==> config.mk <==
export PLATFORM = sky130hd
export DESIGN_NAME = icmp_echo_reply_checker_core
export DESIGN_NICKNAME = d
export VERILOG_FILES = /design/src/rtl/icmpc_pkg.sv /design/src/rtl/icmpc_front.sv /design/src/rtl/icmpc_fifo.sv /design/src/rtl/icmpc_back.sv /design/src/rtl/icmp_echo_reply_checker_core.sv
export SDC_FILE = /design/constraint.sdc
export NUM_CORES = 1
export LEC_CHECK = 0
export CORE_AREA = 10 10 184 186
export CTS_CLUSTER_DIAMETER = 120
export DETAILED_ROUTE_END_ITERATION = 16
export DIE_AREA = 0 0 194 196
export DONT_BUFFER_PORTS = 1
export GPL_ROUTABILITY_DRIVEN = 1
export GPL_TIMING_DRIVEN = 0
export PLACE_DENSITY = 0.72
export SLEW_MARGIN = 20
export SYNTH_ARGS = -nofsm -noshare
export SYNTH_HDL_FRONTEND = slang
export SYNTH_HIERARCHICAL = 1
export SYNTH_SLANG_ARGS = --single-unit
==> constraint.sdc <==
create_clock -name clock -period 8.6 [get_ports clock]
set_input_delay 0.86 -clock clock [delete_from_list [all_inputs] [get_ports clock]]
set_output_delay 0.86 -clock clock [all_outputs]
set_load 0.05 [all_outputs]
==> src/rtl/icmpc_pkg.sv <==
`default_nettype none

package icmpc_pkg;

   localparam int FIFO_DEPTH      = 4;
   localparam int CSR_INDEX_WIDTH = 1;
   localparam int CSR_DATA_WIDTH  = 16;

   localparam logic [5:0]  MIN_HEADER = 6'd20;
   localparam logic [16:0] MIN_ICMP   = 17'd8;
   localparam logic [15:0] SUM_GOOD   = 16'hFFFF;
   localparam logic [15:0] INDEX_MAX  = 16'hFFFF;

   // byte positions inside the IP header
   localparam logic [15:0] POS_IHL    = 16'd0;
   localparam logic [15:0] POS_LEN_HI = 16'd2;
   localparam logic [15:0] POS_LEN_LO = 16'd3;
   localparam logic [15:0] POS_TTL    = 16'd8;

   // byte offsets inside the ICMP message
   localparam logic [15:0] OFF_TYPE   = 16'd0;
   localparam logic [15:0] OFF_ID_HI  = 16'd4;
   localparam logic [15:0] OFF_ID_LO  = 16'd5;
   localparam logic [15:0] OFF_SEQ_HI = 16'd6;
   localparam logic [15:0] OFF_SEQ_LO = 16'd7;

   localparam logic [CSR_INDEX_WIDTH-1:0] CSR_EXPECTED_ID  = 1'b0;
   localparam logic [CSR_INDEX_WIDTH-1:0] CSR_EXPECTED_SEQ = 1'b1;

   typedef enum logic [1:0] {
      STATUS_ACCEPTED = 2'd0,
      STATUS_SHORT    = 2'd1,
      STATUS_CHECKSUM = 2'd2,
      STATUS_MISMATCH = 2'd3
   } status_type;

   typedef enum logic [2:0] {
      ACT_NONE   = 3'd0,
      ACT_TYPE   = 3'd1,
      ACT_ID_HI  = 3'd2,
      ACT_ID_LO  = 3'd3,
      ACT_SEQ_HI = 3'd4,
      ACT_SEQ_LO = 3'd5
   } action_type;

   typedef struct packed {
      logic [7:0] pkt_byte;
      logic       last_byte;
   } req_type;

   typedef struct packed {
      status_type  status;
      logic [15:0] icmp_len;
      logic [7:0]  ttl_seen;
      logic [15:0] seq_seen;
      logic [15:0] id_seen;
   } rsp_type;

   // one classified byte, from front to back
   typedef struct packed {
      logic [7:0]  data;
      logic        last;
      logic        hold_en;
      logic        add_en;
      action_type  action;
      logic        short_pkt;
      logic [15:0] icmp_len;
      logic [7:0]  ttl;
   } entry_type;

   // ones' complement add with end-around carry
   function automatic logic [15:0] oc_add(input logic [15:0] a, input logic [15:0] b);
      logic [16:0] s;
      s = {1'b0, a} + {1'b0, b};
      return s[15:0] + {15'd0, s[16]};
   endfunction

endpackage

`default_nettype wire

==> src/rtl/icmpc_front.sv <==
`default_nettype none

module icmpc_front (
   input  wire logic                  clock,
   input  wire logic                  reset,
   input  wire logic                  req_valid,
   output logic                       req_stall,
   input  wire icmpc_pkg::req_type    req_data,
   input  wire logic                  fifo_full,
   output logic                       push,
   output icmpc_pkg::entry_type       entry
);

   logic [15:0] byte_index_ff, byte_index_in;
   logic [5:0]  hb_ff, hb_in;
   logic [15:0] tl_ff, tl_in;
   logic [7:0]  ttl_ff, ttl_in;

   logic [5:0]  hb_eff;
   logic [15:0] tl_eff;
   logic [7:0]  ttl_eff;
   logic [15:0] hb_ext;
   logic [15:0] off;
   logic [16:0] received;
   logic        in_icmp;
   logic [7:0]  b;

   assign req_stall = fifo_full;
   assign push      = req_valid && !fifo_full;
   assign b         = req_data.pkt_byte;

   always_comb begin
      hb_eff  = (byte_index_ff == icmpc_pkg::POS_IHL) ? {b[3:0], 2'b00} : hb_ff;
      tl_eff  = tl_ff;
      if (byte_index_ff == icmpc_pkg::POS_LEN_HI) begin
         tl_eff = {b, tl_ff[7:0]};
      end else if (byte_index_ff == icmpc_pkg::POS_LEN_LO) begin
         tl_eff = {tl_ff[15:8], b};
      end
      ttl_eff  = (byte_index_ff == icmpc_pkg::POS_TTL) ? b : ttl_ff;
      hb_ext   = {10'd0, hb_eff};
      in_icmp  = (byte_index_ff >= hb_ext) && (byte_index_ff < tl_eff);
      off      = byte_index_ff - hb_ext;
      received = {1'b0, byte_index_ff} + 17'd1;

      entry.data     = b;
      entry.last     = req_data.last_byte;
      entry.hold_en  = in_icmp && !off[0];
      entry.add_en   = in_icmp && off[0];
      entry.action   = icmpc_pkg::ACT_NONE;
      if (in_icmp) begin
         unique case (off)
            icmpc_pkg::OFF_TYPE:   entry.action = icmpc_pkg::ACT_TYPE;
            icmpc_pkg::OFF_ID_HI:  entry.action = icmpc_pkg::ACT_ID_HI;
            icmpc_pkg::OFF_ID_LO:  entry.action = icmpc_pkg::ACT_ID_LO;
            icmpc_pkg::OFF_SEQ_HI: entry.action = icmpc_pkg::ACT_SEQ_HI;
            icmpc_pkg::OFF_SEQ_LO: entry.action = icmpc_pkg::ACT_SEQ_LO;
            default:               entry.action = icmpc_pkg::ACT_NONE;
         endcase
      end
      entry.short_pkt = (hb_eff < icmpc_pkg::MIN_HEADER)
                     || ({1'b0, tl_eff} < ({11'd0, hb_eff} + icmpc_pkg::MIN_ICMP))
                     || (received < {1'b0, tl_eff});
      entry.icmp_len  = (tl_eff >= hb_ext) ? (tl_eff - hb_ext) : 16'd0;
      entry.ttl       = ttl_eff;

      byte_index_in = byte_index_ff;
      hb_in         = hb_ff;
      tl_in         = tl_ff;
      ttl_in        = ttl_ff;
      if (push) begin
         if (req_data.last_byte) begin
            byte_index_in = '0;
            hb_in         = '0;
            tl_in         = '0;
            ttl_in        = '0;
         end else begin
            // hold at the top so long packets stay beyond any length
            byte_index_in = (byte_index_ff == icmpc_pkg::INDEX_MAX) ?
                            byte_index_ff : byte_index_ff + 16'd1;
            hb_in         = hb_eff;
            tl_in         = tl_eff;
            ttl_in        = ttl_eff;
         end
      end
   end

   always_ff @(posedge clock) begin
      if (reset) begin
         byte_index_ff <= '0;
         hb_ff         <= '0;
         tl_ff         <= '0;
         ttl_ff        <= '0;
      end else begin
         byte_index_ff <= byte_index_in;
         hb_ff         <= hb_in;
         tl_ff         <= tl_in;
         ttl_ff        <= ttl_in;
      end
   end

   a_front_clear: assert property (@(posedge clock) disable iff (reset)
      push && req_data.last_byte |=> byte_index_ff == '0 && tl_ff == '0 && hb_ff == '0)
      else $error("front state not cleared after last byte");

endmodule

`default_nettype wire

==> src/rtl/icmpc_fifo.sv <==
`default_nettype none

module icmpc_fifo #(
   parameter int DEPTH = icmpc_pkg::FIFO_DEPTH
) (
   input  wire logic                  clock,
   input  wire logic                  reset,
   input  wire logic                  push,
   input  wire icmpc_pkg::entry_type  wr_entry,
   input  wire logic                  pop,
   output icmpc_pkg::entry_type       rd_entry,
   output logic                       full,
   output logic                       empty
);

   localparam int PTR_W = (DEPTH > 1) ? $clog2(DEPTH) : 1;
   localparam int CNT_W = $clog2(DEPTH + 1);

   icmpc_pkg::entry_type mem_ff [DEPTH];
   logic [PTR_W-1:0] wr_ptr_ff, wr_ptr_in;
   logic [PTR_W-1:0] rd_ptr_ff, rd_ptr_in;
   logic [CNT_W-1:0] count_ff, count_in;

   assign full     = (count_ff == CNT_W'(DEPTH));
   assign empty    = (count_ff == '0);
   assign rd_entry = mem_ff[rd_ptr_ff];

   always_comb begin
      wr_ptr_in = wr_ptr_ff;
      rd_ptr_in = rd_ptr_ff;
      count_in  = count_ff;
      if (push) begin
         wr_ptr_in = (wr_ptr_ff == PTR_W'(DEPTH - 1)) ? '0 : wr_ptr_ff + PTR_W'(1);
      end
      if (pop) begin
         rd_ptr_in = (rd_ptr_ff == PTR_W'(DEPTH - 1)) ? '0 : rd_ptr_ff + PTR_W'(1);
      end
      if (push && !pop) begin
         count_in = count_ff + CNT_W'(1);
      end else if (pop && !push) begin
         count_in = count_ff - CNT_W'(1);
      end
   end

   always_ff @(posedge clock) begin
      if (reset) begin
         wr_ptr_ff <= '0;
         rd_ptr_ff <= '0;
         count_ff  <= '0;
      end else begin
         wr_ptr_ff <= wr_ptr_in;
         rd_ptr_ff <= rd_ptr_in;
         count_ff  <= count_in;
      end
   end

   always_ff @(posedge clock) begin
      if (push) begin
         mem_ff[wr_ptr_ff] <= wr_entry;
      end
   end

   a_fifo_bound: assert property (@(posedge clock) disable iff (reset)
      !(push && full && !pop) && !(pop && empty))
      else $error("queue overflow or underflow");

endmodule

`default_nettype wire

==> src/rtl/icmpc_back.sv <==
`default_nettype none

module icmpc_back (
   input  wire logic                                      clock,
   input  wire logic                                      reset,
   input  wire icmpc_pkg::entry_type                      entry,
   input  wire logic                                      fifo_empty,
   output logic                                           pop,
   input  wire logic                                      csr_we,
   input  wire logic [icmpc_pkg::CSR_INDEX_WIDTH-1:0]     csr_index,
   input  wire logic [icmpc_pkg::CSR_DATA_WIDTH-1:0]      csr_wdata,
   output logic                                           rsp_valid,
   input  wire logic                                      rsp_stall,
   output icmpc_pkg::rsp_type                             rsp_data
);

   logic [15:0] sum_ff, sum_in;
   logic [7:0]  hold_ff, hold_in;
   logic [7:0]  type_ff, type_in;
   logic [15:0] id_ff, id_in;
   logic [15:0] seq_ff, seq_in;
   logic [15:0] exp_id_ff, exp_id_in;
   logic [15:0] exp_seq_ff, exp_seq_in;
   logic        rsp_valid_ff, rsp_valid_in;
   icmpc_pkg::rsp_type rsp_data_ff, rsp_data_in;

   logic        out_free;
   logic        pop_last;
   logic [7:0]  hold_eff;
   logic [7:0]  type_eff;
   logic [15:0] id_eff;
   logic [15:0] seq_eff;
   logic [15:0] word;
   logic [15:0] sum_eff;
   icmpc_pkg::status_type status;

   assign out_free  = !rsp_valid_ff || !rsp_stall;
   assign pop       = !fifo_empty && (!entry.last || out_free);
   assign pop_last  = pop && entry.last;
   assign rsp_valid = rsp_valid_ff;
   assign rsp_data  = rsp_data_ff;

   always_comb begin
      hold_eff = entry.hold_en ? entry.data : hold_ff;
      type_eff = type_ff;
      id_eff   = id_ff;
      seq_eff  = seq_ff;
      unique case (entry.action)
         icmpc_pkg::ACT_NONE:   ;
         icmpc_pkg::ACT_TYPE:   type_eff = entry.data;
         icmpc_pkg::ACT_ID_HI:  id_eff   = {entry.data, id_ff[7:0]};
         icmpc_pkg::ACT_ID_LO:  id_eff   = {id_ff[15:8], entry.data};
         icmpc_pkg::ACT_SEQ_HI: seq_eff  = {entry.data, seq_ff[7:0]};
         icmpc_pkg::ACT_SEQ_LO: seq_eff  = {seq_ff[15:8], entry.data};
         default:               ;
      endcase

      // one adder serves both the word add and the odd-length pad; the two
      // only meet on a packet that is short anyway
      if (entry.add_en) begin
         word = {hold_ff, entry.data};
      end else if (entry.last && entry.icmp_len[0]) begin
         word = {hold_eff, 8'h00};
      end else begin
         word = 16'h0000;
      end
      sum_eff = icmpc_pkg::oc_add(sum_ff, word);

      if (entry.short_pkt) begin
         status = icmpc_pkg::STATUS_SHORT;
      end else if (sum_eff != icmpc_pkg::SUM_GOOD) begin
         status = icmpc_pkg::STATUS_CHECKSUM;
      end else if (id_eff != exp_id_ff || type_eff != 8'h00 || seq_eff != exp_seq_ff) begin
         status = icmpc_pkg::STATUS_MISMATCH;
      end else begin
         status = icmpc_pkg::STATUS_ACCEPTED;
      end

      sum_in  = sum_ff;
      hold_in = hold_ff;
      type_in = type_ff;
      id_in   = id_ff;
      seq_in  = seq_ff;
      if (pop) begin
         if (entry.last) begin
            sum_in  = '0;
            hold_in = '0;
            type_in = '0;
            id_in   = '0;
            seq_in  = '0;
         end else begin
            sum_in  = sum_eff;
            hold_in = hold_eff;
            type_in = type_eff;
            id_in   = id_eff;
            seq_in  = seq_eff;
         end
      end

      exp_id_in  = exp_id_ff;
      exp_seq_in = exp_seq_ff;
      if (csr_we) begin
         unique case (csr_index)
            icmpc_pkg::CSR_EXPECTED_ID:  exp_id_in  = csr_wdata;
            icmpc_pkg::CSR_EXPECTED_SEQ: exp_seq_in = csr_wdata;
            default:                     ;
         endcase
      end

      rsp_data_in          = rsp_data_ff;
      rsp_data_in.status   = status;
      rsp_data_in.icmp_len = entry.icmp_len;
      rsp_data_in.ttl_seen = entry.ttl;
      rsp_data_in.seq_seen = seq_eff;
      rsp_data_in.id_seen  = id_eff;
      if (!pop_last) begin
         rsp_data_in = rsp_data_ff;
      end

      if (pop_last) begin
         rsp_valid_in = 1'b1;
      end else if (rsp_stall) begin
         rsp_valid_in = rsp_valid_ff;
      end else begin
         rsp_valid_in = 1'b0;
      end
   end

   always_ff @(posedge clock) begin
      if (reset) begin
         sum_ff       <= '0;
         hold_ff      <= '0;
         type_ff      <= '0;
         id_ff        <= '0;
         seq_ff       <= '0;
         exp_id_ff    <= '0;
         exp_seq_ff   <= '0;
         rsp_valid_ff <= 1'b0;
      end else begin
         sum_ff       <= sum_in;
         hold_ff      <= hold_in;
         type_ff      <= type_in;
         id_ff        <= id_in;
         seq_ff       <= seq_in;
         exp_id_ff    <= exp_id_in;
         exp_seq_ff   <= exp_seq_in;
         rsp_valid_ff <= rsp_valid_in;
      end
   end

   always_ff @(posedge clock) begin
      rsp_data_ff <= rsp_data_in;
   end

   a_back_slot: assert property (@(posedge clock) disable iff (reset)
      pop_last |-> !rsp_valid_ff || !rsp_stall)
      else $error("result written over a pending transfer");

   a_back_clear: assert property (@(posedge clock) disable iff (reset)
      pop_last |=> sum_ff == '0 && hold_ff == '0 && rsp_valid_ff)
      else $error("back state not cleared or result not raised");

endmodule

`default_nettype wire

==> src/rtl/icmp_echo_reply_checker_core.sv <==
// Channel  Direction  Payload              Transfer when
// req_     in         pkt_byte, last_byte  req_valid && !req_stall
// rsp_     out        status, icmp_len,    rsp_valid && !rsp_stall
//                     ttl_seen, seq_seen, id_seen
// csr_     in         csr_index, csr_wdata csr_we
//
// One byte per clock is taken while the queue is not full; the front classifies it in the cycle it arrives.
// A packet's last byte goes through the queue, its result through the output register.
// The back pops one queued byte per clock, but a last byte waits on a held result.
// Reset is synchronous and clears all packet state and both expected values.
// req_stall rises only when the FIFO_DEPTH-entry queue is full: a last byte waits
// while an older result is held by rsp_stall, and the bytes behind it fill the queue.
`default_nettype none

module icmp_echo_reply_checker_core #(
   parameter int FIFO_DEPTH = icmpc_pkg::FIFO_DEPTH
) (
   input  wire logic                                  clock,
   input  wire logic                                  reset,
   input  wire logic                                  req_valid,
   output logic                                       req_stall,
   input  wire icmpc_pkg::req_type                    req_data,
   output logic                                       rsp_valid,
   input  wire logic                                  rsp_stall,
   output icmpc_pkg::rsp_type                         rsp_data,
   input  wire logic                                  csr_we,
   input  wire logic [icmpc_pkg::CSR_INDEX_WIDTH-1:0] csr_index,
   input  wire logic [icmpc_pkg::CSR_DATA_WIDTH-1:0]  csr_wdata
);

   icmpc_pkg::entry_type wr_entry;
   icmpc_pkg::entry_type rd_entry;
   logic push;
   logic pop;
   logic fifo_full;
   logic fifo_empty;

   icmpc_front u_front (
      .clock     (clock),
      .reset     (reset),
      .req_valid (req_valid),
      .req_stall (req_stall),
      .req_data  (req_data),
      .fifo_full (fifo_full),
      .push      (push),
      .entry     (wr_entry)
   );

   icmpc_fifo #(
      .DEPTH (FIFO_DEPTH)
   ) u_fifo (
      .clock    (clock),
      .reset    (reset),
      .push     (push),
      .wr_entry (wr_entry),
      .pop      (pop),
      .rd_entry (rd_entry),
      .full     (fifo_full),
      .empty    (fifo_empty)
   );

   icmpc_back u_back (
      .clock      (clock),
      .reset      (reset),
      .entry      (rd_entry),
      .fifo_empty (fifo_empty),
      .pop        (pop),
      .csr_we     (csr_we),
      .csr_index  (csr_index),
      .csr_wdata  (csr_wdata),
      .rsp_valid  (rsp_valid),
      .rsp_stall  (rsp_stall),
      .rsp_data   (rsp_data)
   );

endmodule

`default_nettype wire

* Yosys cells after proc, flatten, opt, wreduce, memory -nomap -nowiden
Memories as Yosys holds them, arrays and structs flattened. A register that Yosys moved wholly into a read port is not among the register bits.
Index checks and enable logic that the tools add are counted.
** Storage, ports and cells
- Memories kept :: 1
- Output and inout port bits :: 60
- RAM bits :: 156
- Flip-flop bits (word level) :: 208
- Logic and storage cells :: 126
** Memory list
- u_fifo.mem_ff :: words 4, width 39, read ports 1, clocked after Yosys merged registers in 1, write ports 1, line icmpc_fifo.sv:19 : icmpc_pkg::entry_type mem_ff [DEPTH];
** Operators by class
- Bitwise logic cells :: 1
- $lt $le $gt $ge :: 6
- Add/sub/neg operators :: 11
- Mux-type cells :: 35
- Reductions and logical operators :: 31
- Equal/unequal tests :: 21
** Operator list (number)
- $mux 16 :: 10
- $eq 16x3->1 const B :: 4
- $pmux 16 s2 :: 2
- $mux 8 :: 7
- $eq 16x2->1 const B :: 2
- $ge 16x6->1 :: 2
- $logic_not 16->1 :: 2
- $ne 16x16->1 :: 2
- $sub 16x6->16 :: 2
- $add 16x1->17 const B :: 1
- $add 16x16->17 :: 1
- $lt 16x17->1 :: 1
- $lt 17x16->1 :: 1
- $add 16x1->16 :: 1
- $add 16x1->16 const B :: 1
- $eq 16x16->1 const B :: 1
- $eq 16x4->1 const B :: 1
- $lt 16x16->1 :: 1
- $ne 16x16->1 const B :: 1
- $pmux 3 s5 :: 1
- $mux 2 :: 6
- $mux 6 :: 2
- $eq 3x3->1 const B :: 3
- $logic_and 1x1->1 :: 9
- other kinds (19) :: 41

* Depth between registers and ports, before layout
- Depth after elaboration :: 7
- Gate-level depth with buffers :: 23
- Depth with buffers taken out :: 21

* Modules after synthesis
Netlist, hierarchy kept.
** By module, submodules not included
- icmpc_back :: times used 1, seq. area each 3683.5 sq um, cells each 722, area each 7372.1 sq um
- icmpc_fifo :: times used 1, seq. area each 4864.7 sq um, cells each 247, area each 6058.3 sq um
- icmpc_front :: times used 1, seq. area each 920.9 sq um, cells each 578, area each 4431.8 sq um

* Least setup slack after synthesis
OpenSTA, ideal clock, no wires.
- Path type :: register to register
- From :: register with a tool-made name
- To :: register u_back.rsp_data_ff, in the netlist u_back/rsp_data[57], data pin
- Required time :: 8.329 ns
- Buffers on the path :: 2
- Data arrival time :: 4.985 ns
- Stages on the path, launching flop included :: 23
- Clock period less this slack :: 5.256 ns
- Path slack :: 3.344 ns
- Path through :: dfxtp_1 buf_4 mux4_2 clkbuf_1 nor3b_1 a22o_1 ha_1 a21oi_1 o21ai_0 a31o_2 a41oi_1 nor2b_1 o21ai_0 nand2b_1 ha_1 ha_1 nand2_1 nor4_4 or2_2 and4_2 mux2i_1 a21o_1 a41oi_1
** RTL lines
- end signal, assigned :: line icmpc_back.sv:152 : rsp_data_ff <= rsp_data_in;
- end, declared :: line icmpc_back.sv:25 : icmpc_pkg::rsp_type rsp_data_ff, rsp_data_in;

==> results.toml <==
[worst_setup_path]
crit_cells = 22
cp_cell_sequence = "clkbuf_1 > mux4_2 > clkbuf_1 > nor3b_1 > a22o_1 > ha_1 > a21oi_1 > o21ai_0 > a31o_2 > a41oi_1 > nor2b_1 > o21ai_0 > nand2b_1 > ha_1 > ha_1 > nand2_1 > nor4_4 > or2_2 > a21oi_1 > a22o_2 > o2111a_1 > a41oi_1"
cpMostUsedCell = "ha_1"
cp-start-kind = "register"
cpMaxStageDelayCell = "nor3b_1"
arrival_ns = 6.86
path_max_fanout = 10
r2r_cells = 22
path_buf_inv = 2
path_class = "reg -> reg"
slowest_delay_ns = 0.93
crit_path_end_kind = "register"
worst_ep_required_time_ns = 8.83
crit_family = "compound AO/OA/AOI/OAI gates"

[routing]
routed_wl_mm = 44.1
drtAntennaViolNets = 0
dr.max_layer_used = "met4"
drc = 0
avgRoutedWirePerCell_um = 21.9
wl_met1_mm = 18.5
wl_met2_mm = 21.7
drt-vias-per-instance = 6.21
drt_iter0_drc = 1072
route.met3.wl_mm = 2.51
num_vias = 12500
firstDrtPassIters = 6

[clocking]
ctsHoldBuffers = 0
clk-insertion-delay-late_ns = 0.53
cts_htree_levels = 2
cts_tree = "yes"
cts.path.max_buffers = 3
clk_transition_reported_paths_ns = 0.06
cts_made_buffers = 39
cts-root-buf = "clkbuf_16"
cts-resized-gates = 0
cts_setup_buffers = 0
clkSinkCount = 366

[pwr]
seqPwrFrac_pct = 44.4
p_leak_nw = 7.35
power.density_nw_per_um2 = 320
finalPower_mw = 6.30
clkPwrFrac_pct = 25.5
peakVddDrop_mv = 0.161
swShare_pct = 38.3
power_switching_mw = 2.41
p_int_mw = 3.89
power_frac_comb_pct = 30.1

[finish]
drive_gt1_share_pct = 13.0
final_area_um2 = 19700
n_antenna_cell = 0
area_growth_pct = 10.2
fin_cells = 2017
fin_util_pct = 65.1
final_nets = 1703

[hold_path]
min_path_cells = 1
hold_class = "in -> reg"

[timing]
finalSetupViolCount = 0
hold_ws_ns = 0.406
fin_crit_sh_pct = 77.0
hold_viol_final = 0
period_needed_ns = 6.63
max_slew_margin_pct = 21.9
tns_ns = 0
rsz0062_at_grt = "no"
fin_ws_ns = 1.97
drv_slew = 0
finClkSkew_ns = 0.0191
worst_pin_slew_ns = 1.16
max_freq_ghz = 0.151

[placement]
gp_congestion = 0.967
dp.cells = 1948
pre_cts_ws_ns = 2.17
numPortBuffers = 0
dp_hpwl_mm = 31.8
dpl-instance-area_um2 = 18500

[logic_synthesis]
synth_top_family_by_area = "simple AND/OR/NAND/NOR gates"
syn_inst = 1547
ys_types = 81
synth_seq_cells = 366
synth_area_um2 = 17900
ys_top_cells_by_area = "edfxtp_1 36%, dfxtp_1 17%, ha_1 5.3%"
synth_edf_count = 214
synthMuxAreaShare_pct = 8.88
synth_ff_type = "edfxtp_1"
synthesis.area_per_instance_um2 = 11.5
synthArstFlopShare_pct = 0
yosysTopAreaCell = "edfxtp_1"
synth_top_area_share_pct = 36.0
synth-simple-area-share_pct = 13.6
synth_xor_area_share_pct = 4.22
seq_area_frac_synth_pct = 53.0
synth_compound_area_share_pct = 11.4
synth_warnings = 6
syn_nets = 1657
synthAdderAreaFrac_pct = 5.70

[die]
dieArea_um2 = 38000
pin_count = 91
die_w_um = 194
start_util_pct = 59.0
core_um2 = 30300
fp.dieH_um = 196
rows = 64

[global_route]
grt_pass1_vias = 12400
track_usage_pct = 22.5
overflow = 0
grt_start_max_net_pins = 51
antenna_found_initial = 0
grt_pass1_wl_mm = 69.4

[status]
status = "completed"

[job]
maxCapViolCount = 0
[worst paths after layout]
kind | slack [ns] | endpoint | start
hold reg to reg | 0.46 | u_back/sum_ff[14]$_SDFFE_PP0P_ | u_back/sum_ff[14]$_SDFFE_PP0P_
setup / recovery | 1.97 | u_back/rsp_data[57]$_SDFFCE_PP0P_ | register
setup reg to reg | 1.97 | u_back/rsp_data[57]$_SDFFCE_PP0P_ | register
hold / removal | 0.41 | u_fifo/wr_ptr_ff[0]$_SDFFE_PP0P_ | reset
[worst reg2reg max path, cell delays in order, from the launching register on]
cell and delay, ns:
dfxtp_1 0.34, clkbuf_1 0.49, mux4_2 0.39, clkbuf_1 0.21
nor3b_1 0.93, a22o_1 0.36, ha_1 0.31, a21oi_1 0.35
o21ai_0 0.20, a31o_2 0.27, a41oi_1 0.29, nor2b_1 0.08
o21ai_0 0.21, nand2b_1 0.12, ha_1 0.24, ha_1 0.22
nand2_1 0.15, nor4_4 0.11, or2_2 0.37, a21oi_1 0.17
a22o_2 0.15, o2111a_1 0.23, a41oi_1 0.15
[power by group through the flow]
stage | clock (mW) | sequential, mW | combinational [mW]
CTS | 1.63 | 2.81 | 1.89
floorplan | 0 | 2.80 | 1.37
global route | 1.70 | 2.83 | 2.04
detailed placement | 0 | 2.84 | 1.88
finish | 1.61 | 2.80 | 1.90
global placement | 0 | 2.85 | 1.81
[layer usage]
metal | GRT usage, % | up-vias
li1 | - | 5840
met1 | 28.3 | 6173
met2 | 38.7 | 420
met3 | 3.46 | 94
met4 | 8.04 | 0
met5 | 0 | -
[registers in the layout, summed over array words and instances, names as in the netlist, 3 cells and up, named ones only]
name,cells
u_back/exp_id_ff,16
u_front/ttl_ff,8
u_back/id_ff,16
u_back/sum_ff,16
u_back/seq_ff,16
u_fifo/mem_ff,156
u_front/tl_ff,16
u_back/exp_seq_ff,16
u_front/hb_ff,6
u_front/byte_index_ff,16
u_back/type_ff,8
u_fifo/count_ff,3
u_back/hold_ff,8
u_back/rsp_data,58
[logic make-up after synthesis]
logic type,Yosys count
muxes,103
AOI/OAI and AO/OA,299
buffers and inverters,134
DFF,366
xor gates and xnor gates,86
and+or+nand+nor,480
adders and majority gates,79
[final cells by class]
type / instances / area [um^2]
Buffer: 87 / 402
Timing Repair Buffer: 5 / 115
Tap cell: 396 / 495
Clock inverter: 19 / 175
Inverter: 47 / 176
Sequential cell: 366 / 9470
Fill cell: 2297 / 10600
Clock buffer: 50 / 1040
Multi-Input combinational cell: 1047 / 7820
[placed cells by master, fill, tap and decap left out, drive strengths merged, types with 21 or more instances in the layout]
cell type	synthesis	final
a21oi	81	81
a22oi	91	91
and2	23	23
buf	28	33
clkbuf	59	109
dfxtp	152	152
edfxtp	214	214
ha	75	75
inv	47	49
mux2	54	54
mux4	39	39
nand2	108	108
nand3	33	33
nor2	171	171
nor3	24	24
nor4	21	21
o21ai	38	38
xnor2	47	47
xor2	39	39
[synthesized netlist by cell type, drive strengths merged (5+ instances only)]
| library cell | n |
|---|---|
| a211oi | 5 |
| or2 | 6 |
| xor2 | 39 |
| mux2 | 54 |
| edfxtp | 214 |
| a22oi | 91 |
| mux4 | 39 |
| o211ai | 6 |
| nor4b | 5 |
| a21oi | 81 |
| a211o | 6 |
| nor4 | 21 |
| o21ai | 38 |
| dfxtp | 152 |
| nor3b | 10 |
| nor3 | 24 |
| mux2i | 10 |
| o21a | 6 |
| buf | 28 |
| nand3 | 33 |
| a21o | 14 |
| nand3b | 6 |
| or3 | 7 |
| nor2b | 11 |
| and2 | 23 |
| and3 | 9 |
| ha | 75 |
| nand4 | 20 |
| inv | 47 |
| nor2 | 171 |
| nand2 | 108 |
| xnor2 | 47 |
| clkbuf | 59 |
| a22o | 9 |
| nand2b | 9 |
| and4 | 6 |
No activity file was read; power rests on OpenSTA's default activity.
